===== src/hw/rtl/pia_pkg.sv =====
package pia_pkg;

   // Field widths.
   localparam int OP_W   = 2;
   localparam int MODE_W = 4;
   localparam int IDX_W  = 12;

   // Default batch capacity in vertices.
   localparam int MAX_VERTS_DEFAULT = 4096;

   // A primitive emits at most six indices (a quad as two triangles).
   localparam int JOB_SLOTS = 6;
   localparam int PTR_W     = $clog2(JOB_SLOTS);

   // Event codes.
   localparam logic [OP_W-1:0] OP_BEGIN  = 2'd0;
   localparam logic [OP_W-1:0] OP_VERTEX = 2'd1;
   localparam logic [OP_W-1:0] OP_END    = 2'd2;

   // Primitive kinds.
   localparam logic [MODE_W-1:0] MODE_LINES     = 4'd1;
   localparam logic [MODE_W-1:0] MODE_TRIANGLES = 4'd4;
   localparam logic [MODE_W-1:0] MODE_STRIP     = 4'd5;
   localparam logic [MODE_W-1:0] MODE_QUADS     = 4'd7;
   localparam logic [MODE_W-1:0] MODE_POLYGON   = 4'd9;

   // Indices of one completed primitive, handed from the front end to the emitter.
   typedef struct packed {
      logic                             emit;
      logic [PTR_W-1:0]                 last_ptr;
      logic [JOB_SLOTS-1:0][IDX_W-1:0]  idx;
   } job_type;

endpackage


===== src/hw/rtl/pia_req_if.sv =====
interface pia_req_if;
   import pia_pkg::*;

   logic              valid;
   logic              ready;
   logic [OP_W-1:0]   op;
   logic [MODE_W-1:0] prim_mode;

   modport source (output valid, output op, output prim_mode, input ready);
   modport sink   (input valid, input op, input prim_mode, output ready);
endinterface


===== src/hw/rtl/pia_rsp_if.sv =====
interface pia_rsp_if;
   import pia_pkg::*;

   logic             valid;
   logic             ready;
   logic [IDX_W-1:0] vert_index;
   logic             last;

   modport source (output valid, output vert_index, output last, input ready);
   modport sink   (input valid, input vert_index, input last, output ready);
endinterface


===== src/hw/rtl/primitive_index_assembler.sv =====
// Primitive index assembler: takes begin, vertex and end requests and emits the
// vertex indices of each completed primitive (lines, triangles, triangle strip,
// quads or polygon fan), one index per response, with last set on the final
// index of a request. A request updates the batch state when it is taken; a
// vertex that completes a primitive then occupies the single response port
// until it has emitted its indices (two for lines, three for triangles,
// strips and polygons, six for quads), and the next request is taken in the
// same cycle as the final index is taken. Requests that emit nothing run at
// one per cycle while no response is pending. Indices are the low 12 bits
// of the position within the batch; vertices past MAX_VERTS are dropped.
module primitive_index_assembler #(
   parameter int MAX_VERTS = pia_pkg::MAX_VERTS_DEFAULT
) (
   input  logic      clock,
   input  logic      reset,
   pia_req_if.sink   req_port,
   pia_rsp_if.source rsp_port
);
   import pia_pkg::*;

   job_type job;
   logic    slot_free;

   pia_front #(
      .MAX_VERTS (MAX_VERTS)
   ) u_front (
      .clock     (clock),
      .reset     (reset),
      .req_port  (req_port),
      .slot_free (slot_free),
      .job       (job)
   );

   pia_emit u_emit (
      .clock     (clock),
      .reset     (reset),
      .job       (job),
      .slot_free (slot_free),
      .rsp_port  (rsp_port)
   );

endmodule


===== src/hw/rtl/pia_front.sv =====
module pia_front #(
   parameter int MAX_VERTS = pia_pkg::MAX_VERTS_DEFAULT
) (
   input  logic             clock,
   input  logic             reset,
   pia_req_if.sink          req_port,
   input  logic             slot_free,
   output pia_pkg::job_type job
);
   import pia_pkg::*;

   localparam int CNT_W = $clog2(MAX_VERTS + 1);

   logic              in_batch_ff, in_batch_in;
   logic [MODE_W-1:0] mode_ff, mode_in;
   logic [CNT_W-1:0]  count_ff, count_in;
   logic [1:0]        mod3_ff, mod3_in;

   logic              accept;
   logic              counted;
   logic [CNT_W-1:0]  count_next;
   logic [1:0]        mod3_next;
   logic [IDX_W-1:0]  ci;
   logic [IDX_W-1:0]  strip_base;

   // A request is taken whenever the emitter can hold a new primitive.
   assign req_port.ready = slot_free;
   assign accept = req_port.valid && req_port.ready;

   // A vertex is counted only inside a batch and below capacity.
   assign counted = accept && (req_port.op == OP_VERTEX) && in_batch_ff &&
                    (count_ff != CNT_W'(MAX_VERTS));
   assign count_next = count_ff + 1'b1;
   assign mod3_next  = (mod3_ff == 2'd2) ? 2'd0 : mod3_ff + 2'd1;
   assign ci         = IDX_W'(count_next);
   assign strip_base = ci - IDX_W'(3);

   // Batch state update.
   always_comb begin
      in_batch_in = in_batch_ff;
      mode_in     = mode_ff;
      count_in    = count_ff;
      mod3_in     = mod3_ff;
      if (accept) begin
         case (req_port.op)
            OP_BEGIN: begin
               mode_in     = req_port.prim_mode;
               count_in    = '0;
               mod3_in     = '0;
               in_batch_in = 1'b1;
            end
            OP_END: begin
               in_batch_in = 1'b0;
               count_in    = '0;
               mod3_in     = '0;
            end
            OP_VERTEX: begin
               if (counted) begin
                  count_in = count_next;
                  mod3_in  = mod3_next;
               end
            end
            default: begin
            end
         endcase
      end
   end

   always_ff @(posedge clock) begin
      if (reset) begin
         in_batch_ff <= 1'b0;
         mode_ff     <= '0;
         count_ff    <= '0;
         mod3_ff     <= '0;
      end else begin
         in_batch_ff <= in_batch_in;
         mode_ff     <= mode_in;
         count_ff    <= count_in;
         mod3_ff     <= mod3_in;
      end
   end

   // Indices of the primitive that the new vertex completes, if any.
   always_comb begin
      job.emit     = 1'b0;
      job.last_ptr = '0;
      job.idx      = '0;
      case (mode_ff)
         MODE_LINES: begin
            job.emit     = !count_next[0];
            job.last_ptr = PTR_W'(1);
            job.idx[0]   = ci - IDX_W'(2);
            job.idx[1]   = ci - IDX_W'(1);
         end
         MODE_TRIANGLES: begin
            job.emit     = (mod3_next == 2'd0);
            job.last_ptr = PTR_W'(2);
            job.idx[0]   = ci - IDX_W'(3);
            job.idx[1]   = ci - IDX_W'(2);
            job.idx[2]   = ci - IDX_W'(1);
         end
         MODE_STRIP: begin
            // Odd triangles swap their last two indices to keep the winding.
            job.emit     = (count_next >= CNT_W'(3));
            job.last_ptr = PTR_W'(2);
            job.idx[0]   = strip_base;
            if (strip_base[0]) begin
               job.idx[1] = strip_base + IDX_W'(2);
               job.idx[2] = strip_base + IDX_W'(1);
            end else begin
               job.idx[1] = strip_base + IDX_W'(1);
               job.idx[2] = strip_base + IDX_W'(2);
            end
         end
         MODE_QUADS: begin
            job.emit     = (count_next[1:0] == 2'd0);
            job.last_ptr = PTR_W'(5);
            job.idx[0]   = ci - IDX_W'(4);
            job.idx[1]   = ci - IDX_W'(3);
            job.idx[2]   = ci - IDX_W'(2);
            job.idx[3]   = ci - IDX_W'(4);
            job.idx[4]   = ci - IDX_W'(2);
            job.idx[5]   = ci - IDX_W'(1);
         end
         MODE_POLYGON: begin
            // Fan around the first vertex of the batch.
            job.emit     = (count_next >= CNT_W'(3));
            job.last_ptr = PTR_W'(2);
            job.idx[0]   = '0;
            job.idx[1]   = ci - IDX_W'(2);
            job.idx[2]   = ci - IDX_W'(1);
         end
         default: begin
         end
      endcase
      job.emit = job.emit && counted;
   end

endmodule


===== src/hw/rtl/pia_emit.sv =====
module pia_emit (
   input  logic             clock,
   input  logic             reset,
   input  pia_pkg::job_type job,
   output logic             slot_free,
   pia_rsp_if.source        rsp_port
);
   import pia_pkg::*;

   job_type          job_ff;
   logic             valid_ff, valid_in;
   logic [PTR_W-1:0] ptr_ff, ptr_in;
   logic             at_last;
   logic             taken;

   assign at_last = (ptr_ff == job_ff.last_ptr);
   assign taken   = valid_ff && rsp_port.ready;

   // The slot frees up in the cycle its final index is taken.
   assign slot_free = !valid_ff || (taken && at_last);

   assign rsp_port.valid      = valid_ff;
   assign rsp_port.vert_index = job_ff.idx[ptr_ff];
   assign rsp_port.last       = at_last;

   // Walk through the held primitive one index per cycle while the response port is ready.
   always_comb begin
      valid_in = valid_ff;
      ptr_in   = ptr_ff;
      if (slot_free && job.emit) begin
         valid_in = 1'b1;
         ptr_in   = '0;
      end else if (taken) begin
         if (at_last) begin
            valid_in = 1'b0;
         end else begin
            ptr_in = ptr_ff + 1'b1;
         end
      end
   end

   always_ff @(posedge clock) begin
      if (reset) begin
         valid_ff <= 1'b0;
         ptr_ff   <= '0;
      end else begin
         valid_ff <= valid_in;
         ptr_ff   <= ptr_in;
      end
   end

   // Payload register, loaded when a new primitive arrives.
   always_ff @(posedge clock) begin
      if (slot_free && job.emit) begin
         job_ff <= job;
      end
   end

endmodule


===== src/flat_wrapper.sv =====
// flat-port wrapper written by rule: the top's interface ports become plain ports
module primitive_index_assembler_flat import pia_pkg::*;
#(
   parameter int MAX_VERTS = pia_pkg::MAX_VERTS_DEFAULT
)
  (clock, reset, req_port_valid, req_port_op, req_port_prim_mode, req_port_ready, rsp_port_valid, rsp_port_vert_index, rsp_port_last, rsp_port_ready);
  pia_req_if req_port_i ();
  pia_rsp_if rsp_port_i ();
  input  logic clock;
  input  logic reset;
  input wire logic [$bits(req_port_i.valid)-1:0] req_port_valid;
  input wire logic [$bits(req_port_i.op)-1:0] req_port_op;
  input wire logic [$bits(req_port_i.prim_mode)-1:0] req_port_prim_mode;
  output wire logic [$bits(req_port_i.ready)-1:0] req_port_ready;
  output wire logic [$bits(rsp_port_i.valid)-1:0] rsp_port_valid;
  output wire logic [$bits(rsp_port_i.vert_index)-1:0] rsp_port_vert_index;
  output wire logic [$bits(rsp_port_i.last)-1:0] rsp_port_last;
  input wire logic [$bits(rsp_port_i.ready)-1:0] rsp_port_ready;
  assign req_port_i.valid = req_port_valid;
  assign req_port_i.op = req_port_op;
  assign req_port_i.prim_mode = req_port_prim_mode;
  assign req_port_ready = req_port_i.ready;
  assign rsp_port_valid = rsp_port_i.valid;
  assign rsp_port_vert_index = rsp_port_i.vert_index;
  assign rsp_port_last = rsp_port_i.last;
  assign rsp_port_i.ready = rsp_port_ready;
  primitive_index_assembler #(.MAX_VERTS(MAX_VERTS)) u_core (.clock(clock), .reset(reset), .req_port(req_port_i), .rsp_port(rsp_port_i));
endmodule

===== config.mk =====
export PLATFORM = sky130hd
export DESIGN_NAME = primitive_index_assembler_flat
export DESIGN_NICKNAME = d
export VERILOG_FILES = /design/src/hw/rtl/pia_pkg.sv /design/src/hw/rtl/pia_req_if.sv /design/src/hw/rtl/pia_rsp_if.sv /design/src/hw/rtl/primitive_index_assembler.sv /design/src/hw/rtl/pia_front.sv /design/src/hw/rtl/pia_emit.sv /design/src/flat_wrapper.sv
export SDC_FILE = /design/constraint.sdc
export NUM_CORES = 1
export LEC_CHECK = 0
export ABC_CLOCK_PERIOD_IN_PS = 16410
export BUFFER_PORTS_ARGS = -buffer_cell sky130_fd_sc_hd__buf_2
export CORE_MARGIN = 2
export CORE_UTILIZATION = 63
export DETAILED_ROUTE_END_ITERATION = 16
export GPL_ROUTABILITY_DRIVEN = 0
export PLACE_DENSITY = 0.81
export SYNTH_ARGS = -nofsm -noshare
export SYNTH_HDL_FRONTEND = slang
export SYNTH_SLANG_ARGS = --single-unit

===== constraint.sdc =====
create_clock -name clock -period 16.41 [get_ports clock]
set_input_delay 3.282 -clock clock [delete_from_list [all_inputs] [get_ports clock]]
set_output_delay 3.282 -clock clock [all_outputs]
set_load 0.01 [all_outputs]

After elaboration in Yosys (flattened, before gate mapping)
Cells that the tools add are included.
W data, S select, Z words.
{ "word_totals": {"register_bits": 99, "latchBits": 0, "ramBits": 0, "rom_bits": 0, "inputBits": 10, "output_inout_bits": 15, "elab_cells": 78, "memories": 0} }
{ "op_classes": {"n_addsub": 9, "multipliers": 0, "div": 0, "order_cmp": 2, "n_eq_ne": 11, "n_shift": 0, "n_mux": 15, "bitwise": 1, "n_reduce_logical": 27} }
{ "op_table": {"columns": ["cell", "n"], "rows": [
  ["$pmux W24 S5", 1],
  ["$bmux W12 S3", 1],
  ["$pmux W12 S3", 1],
  ["$pmux W13 S2", 1],
  ["$mux W24", 1],
  ["$sub A12 B2 Y12 const B", 2],
  ["$pmux W4 S4", 1],
  ["$add A13 B1 Y13 const B", 1],
  ["$ge A13 B2 Y1 const B", 1],
  ["$mux W13", 1],
  ["$ne A13 B13 Y1 const B", 1],
  ["$add A12 B1 Y12 const B", 1],
  ["$add A12 B2 Y12 const B", 1],
  ["$eq A4 B3 Y1 const B", 3],
  ["$mux W12", 1],
  ["$sub A12 B1 Y12 const B", 1],
  ["$sub A12 B3 Y12 const B", 1],
  ["$logic_and A1 B1 Y1", 8],
  ["$reduce_and A2 Y1", 4],
  ["$reduce_bool A2 Y1", 4],
  ["$reduce_or A2 Y1", 4],
  ["$logic_not A2 Y1", 3],
  ["$eq A2 B2 Y1 const B", 2],
  ["$eq A4 B1 Y1 const B", 1],
  ["15 further kinds", 19]
]} }

Longest topological paths before layout
{ "logic_depth": {"ltp_word": 11, "mapped_depth": 16} }

Hierarchy
A second synthesis with hierarchy kept.
{ "unflattened": {"cells_unflattened": 709, "area_unflattened_um2": 6787.8} }
{ "by_module_without_submodules": {"columns": ["module", "instances", "cells_each", "area_each_um2", "seq_area_each_um2"], "rows": [
  ["pia_front", 1, 547, 3689.8, 400.4],
  ["pia_emit", 1, 162, 3098.0, 2332.2]
]} }

Least setup slack after synthesis
OpenSTA, ideal clock, no wires.
{ "synth_path": {"path_type": "input to register", "from": "in rsp_port_ready", "to": "reg u_core.u_emit.ptr_ff[0]", "setup_ns": 0.128, "arrival_time_ns": 13.320, "required_ns": 16.282, "path_slack_ns": 2.963, "stages": 6, "path_buffers": 0, "cell_sequence": "inv_1 > o41ai_1 > nand2_1 > a2111oi_1 > or2_2 > nor2_1"} }
{ "synth_between": {"elab_chain_cells": 10, "word_cells_on_any_way": 11, "cone_classes": "reduce/logical: 11"} }
{ "synth_lines": {"columns": ["item", "line_no", "text"], "rows": [
  ["from (decl)", "flat_wrapper.sv:18", "input wire logic [$bits(rsp_port_i.ready)-1:0] rsp_port_ready;"],
  ["$logic_and A1 B1 Y1 *", "pia_emit.sv:17", "assign taken = valid_ff && rsp_port.ready;"],
  ["$logic_and A1 B1 Y1 *", "pia_emit.sv:20", "assign slot_free = !valid_ff || (taken && at_last);"],
  ["$logic_or A1 B1 Y1 *", "pia_emit.sv:20", null],
  ["via req_port_ready", "flat_wrapper.sv:14", "output wire logic [$bits(req_port_i.ready)-1:0] req_port_ready;"],
  ["$logic_and A1 B1 Y1", "pia_front.sv:28", "assign accept = req_port.valid && req_port.ready;"],
  ["$logic_and A1 B1 Y1 (3 in a row)", "pia_front.sv:31", "assign counted = accept && (req_port.op == OP_VERTEX) && in_batch_ff &&"],
  ["$logic_and A1 B1 Y1", "pia_front.sv:136", "job.emit = job.emit && counted;"],
  ["$logic_and A1 B1 Y1 *", "pia_emit.sv:30", "if (slot_free && job.emit) begin"],
  ["$reduce_or A2 Y1 (no source line) *", null, null],
  ["to (signal assigned)", "pia_emit.sv:48", "ptr_ff <= ptr_in;"],
  ["to (decl)", "pia_emit.sv:12", "logic [PTR_W-1:0] ptr_ff, ptr_in;"]
]} }
Mark *: on every way through the listed nets, which the timed path passes. The rest lies on a longest branch.
A chain may end at the register's enable or synchronous reset.

Worst setup path in the final report
{ "layout_path": {"from": "in rsp_port_ready", "to": "out req_port_ready"} }
{ "layout_between": {"elab_chain_cells": 3} }
{ "layout_lines": {"columns": ["item", "line_no"], "rows": [
  ["$logic_and A1 B1 Y1", "pia_emit.sv:17"],
  ["$logic_and A1 B1 Y1", "pia_emit.sv:20"],
  ["$logic_or A1 B1 Y1", "pia_emit.sv:20"],
  ["to (decl)", "flat_wrapper.sv:14"]
]} }
Every way passes these cells.

==> reports/metrics.cfg <==
[floorplan]
io_pins = 25
initial_core_util_pct = 64.51
num_rows = 37
dieArea_um2 = 11360
die_h_um = 106.6
dieWidth_um = 106.6
coreArea_um2 = 10280

[pwr]
p_int_uw = 342.8
power.total_uw = 446.1
p_leak_nw = 2.569
p_switching_uw = 103.3
peakVddDrop_v = 0.00004387
powerDensity_nw_per_um2 = 64.37
p_sw_share_pct = 23.15
clkPwrFrac_pct = 33.5
power_frac_seq_pct = 59.5
p_comb_share_pct = 7.1

[worst_setup_path]
worstPathMaxFanout = 3
cp_num_buf_inv = 3
crit_required_ns = 13.13
cpMaxStageDelayCell = o41ai_1
crit_family = compound AO/OA/AOI/OAI gates
worst_ep_arrival_time_ns = 4.11
cpMostUsedCell = buf_2
crit_chain = buf_2 -> inv_1 -> o41ai_1 -> buf_2
critPathKind = in -> out
slowest_delay_ns = 0.47
ff2ff_path_depth = 14
start_kind = primary input
cp_num_cells = 4
endpoint_kind = output pin

[detailed_routing]
routed_wl_um = 16320
drtIter0Drc = 738
drcViolationCount = 0
vias_per_cell = 6.589
vias = 5502
firstDrtPassIters = 5
wl_per_cell_um = 19.55
drtAntennaViolNets = 0

[finish]
syn_to_final_growth_pct = 4.529
fill_cells = 831
postLayoutCellArea_um2 = 6930
mostFrequentLayoutCell = nor2_1
nets = 715
ff_latch_area_um2 = 2704
final_cell_mix = 89 x nor2_1, 74 x edfxtp_1, 54 x nand2_1, 50 x a21oi_1, 40 x xnor2_1
multiInputGateArea_um2 = 3610
fin_cells = 835
antenna_cells = 0
drive_above_1_share_pct = 11.73
fin_util_pct = 67.43

[timing]
finalHoldViolCount = 0
slew_viol_final = 0
fin_crit_ns = 7.389
clock.fmax_mhz = 135.3
worst_slew_pin_slew_ns = 1.131
setup_viol_count_final = 0
setup-tns-final_ns = 0
rsz0062_at_grt = false
post-route-period-util_pct = 45.03
relSlewSlack_pct = 24.18
fin_skew_ns = 0.01401

[yosys]
synth_cell_types = 71
syn_area_um2 = 6630
ys_seq_area_share_pct = 40.76
syn_inst = 705
ys_seq_elements = 98
synth-edff-count = 74
avgSynthCellArea_um2 = 9.404
synth_ff_type = edfxtp_1
ys_async_sr_fraction_pct = 0
yosysWarnings = 0
syn-num-nets = 726

[global_routing]
antenna_found_initial = 0
overflow = 0
grt_max_degree = 77
grt_pass1_wl_um = 26810
track_usage_pct = 30.35
grt_pass1_vias = 5235

[min_path]
holdPathStages = 2
hold_path_class = reg -> reg

[cts]
cts-resized-gates = 0
cts_made_buffers = 9
cts-root-buf = clkbuf_8
cts_buffer_depth = 2
clkSlewWorstSetupHoldPaths_ns = 0.09
h-tree-depth = 3
cts.sink_count = 98
cts_setup_buffers = 0
hold_buffers = 0
cts_tree = done
insertion_delay_ns = 0.39

[placement]
post-dp-hpwl_um = 11300
port-buffer-count = 24
postPlaceCellArea_um2 = 6746
dp.cells = 819

[run_status]
status = completed

[job]
timing.max_cap.violations = 0

[cells by family (layout without fill, tap and decap cells)]
family	Yosys count	after routing	share of synthesized area [%]
and+or+nand+nor	257	257	19.61
AOI/OAI and AO/OA	162	162	16.12
DFF	98	98	40.76
buffers and inverters	79	73	4.944
xor gates and xnor gates	68	68	9.662
muxes	30	30	6.831
adders and majority gates	11	11	2.076
[registers in the layout (all words and copies together), names as in the netlist]
| name | flops |
|---|---|
| u_core.u_emit.job_ff | 74 |
| u_core.u_emit.ptr_ff | 3 |
| u_core.u_emit.rsp_port.valid | 1 |
| u_core.u_front.count_ff | 13 |
| u_core.u_front.in_batch_ff | 1 |
| u_core.u_front.mod3_ff | 2 |
| u_core.u_front.mode_ff | 4 |
[synthesized netlist by cell type (all sizes together) (5+ instances only)]
cell type	number	area [um^2]
nor4	7	58.81
mux4	12	270.3
a211o	5	43.79
or3	7	43.79
or2	6	37.54
nand4	9	68.81
nor2b	8	50.05
mux2i	16	160.2
nand3b	8	60.06
nor2	90	345.3
a21o	7	52.55
dfxtp	24	480.5
and2	9	58.81
xor2	26	246.5
a21oi	50	250.2
nor3	24	120.1
o221ai	10	87.58
edfxtp	74	2222
buf	15	87.58
clkbuf	36	135.1
ha	11	137.6
nand2b	10	62.56
o22ai	19	118.9
xnor2	42	394.1
and3	5	41.29
o21ai	32	160.1
nand2	54	202.7
nand3	12	70.07
inv	28	105.1
[per-layer routing]
metal | share of wire [%] | up-vias | global-route usage (%)
met5 | 0 | - | 0
met4 | 4.6 | 0 | 16.98
met3 | 8.6 | 72 | 4.924
met2 | 46 | 307 | 47.41
met1 | 41 | 2588 | 40.47
li1 | - | 2535 | -
[power groups by stage]
| stage | combinational (mW) | sequential [mW] | clock, mW |
|---|---|---|---|
| floorplan | 0.0234 | 0.270 | 0 |
| global placement | 0.0294 | 0.271 | 0 |
| detailed placement | 0.0305 | 0.271 | 0 |
| CTS | 0.0307 | 0.265 | 0.150 |
| global route | 0.0341 | 0.265 | 0.158 |
| finish | 0.0315 | 0.265 | 0.149 |
[cell type report]
type	instances	share of cell area [%]
inverters	28	1.517
clock buffers	14	2.491
multi-input cells	528	52.09
repair buffers	29	2.275
well taps	136	2.455
clock inverters	2	0.1625
flip-flops and latches	98	39.01
[per-stage QoR]
stage	setup slack, ns	hold WS [ns]
after floorplan	2.963	0.4542
final	9.021	0.5020
after global placement	9.124	0.4684
after CTS	9.033	0.4990
after detailed placement	9.037	0.4860
after global routing	8.930	0.5465
[worst paths after layout]
kind,slack [ns],start,end
worst max-delay path,9.02,rsp_port_ready,req_port_ready
worst min-delay path,0.50,u_core.u_front.in_batch_ff$_SDFFE_PP0P_,u_core.u_front.in_batch_ff$_SDFFE_PP0P_
worst max register to register,11.77,u_core.u_front.count_ff[0]$_SDFFE_PP0P_,u_core.u_emit.job_ff[23]$_DFFE_PP_
worst min register to register,0.50,u_core.u_front.in_batch_ff$_SDFFE_PP0P_,u_core.u_front.in_batch_ff$_SDFFE_PP0P_
[tightest hold or removal path: stages, from the launching register on]
cell and delay [ns]:
dfxtp_1 0.32, o21ai_0 0.07, a21oi_1 0.07
(Power assumes the default switching activity.)
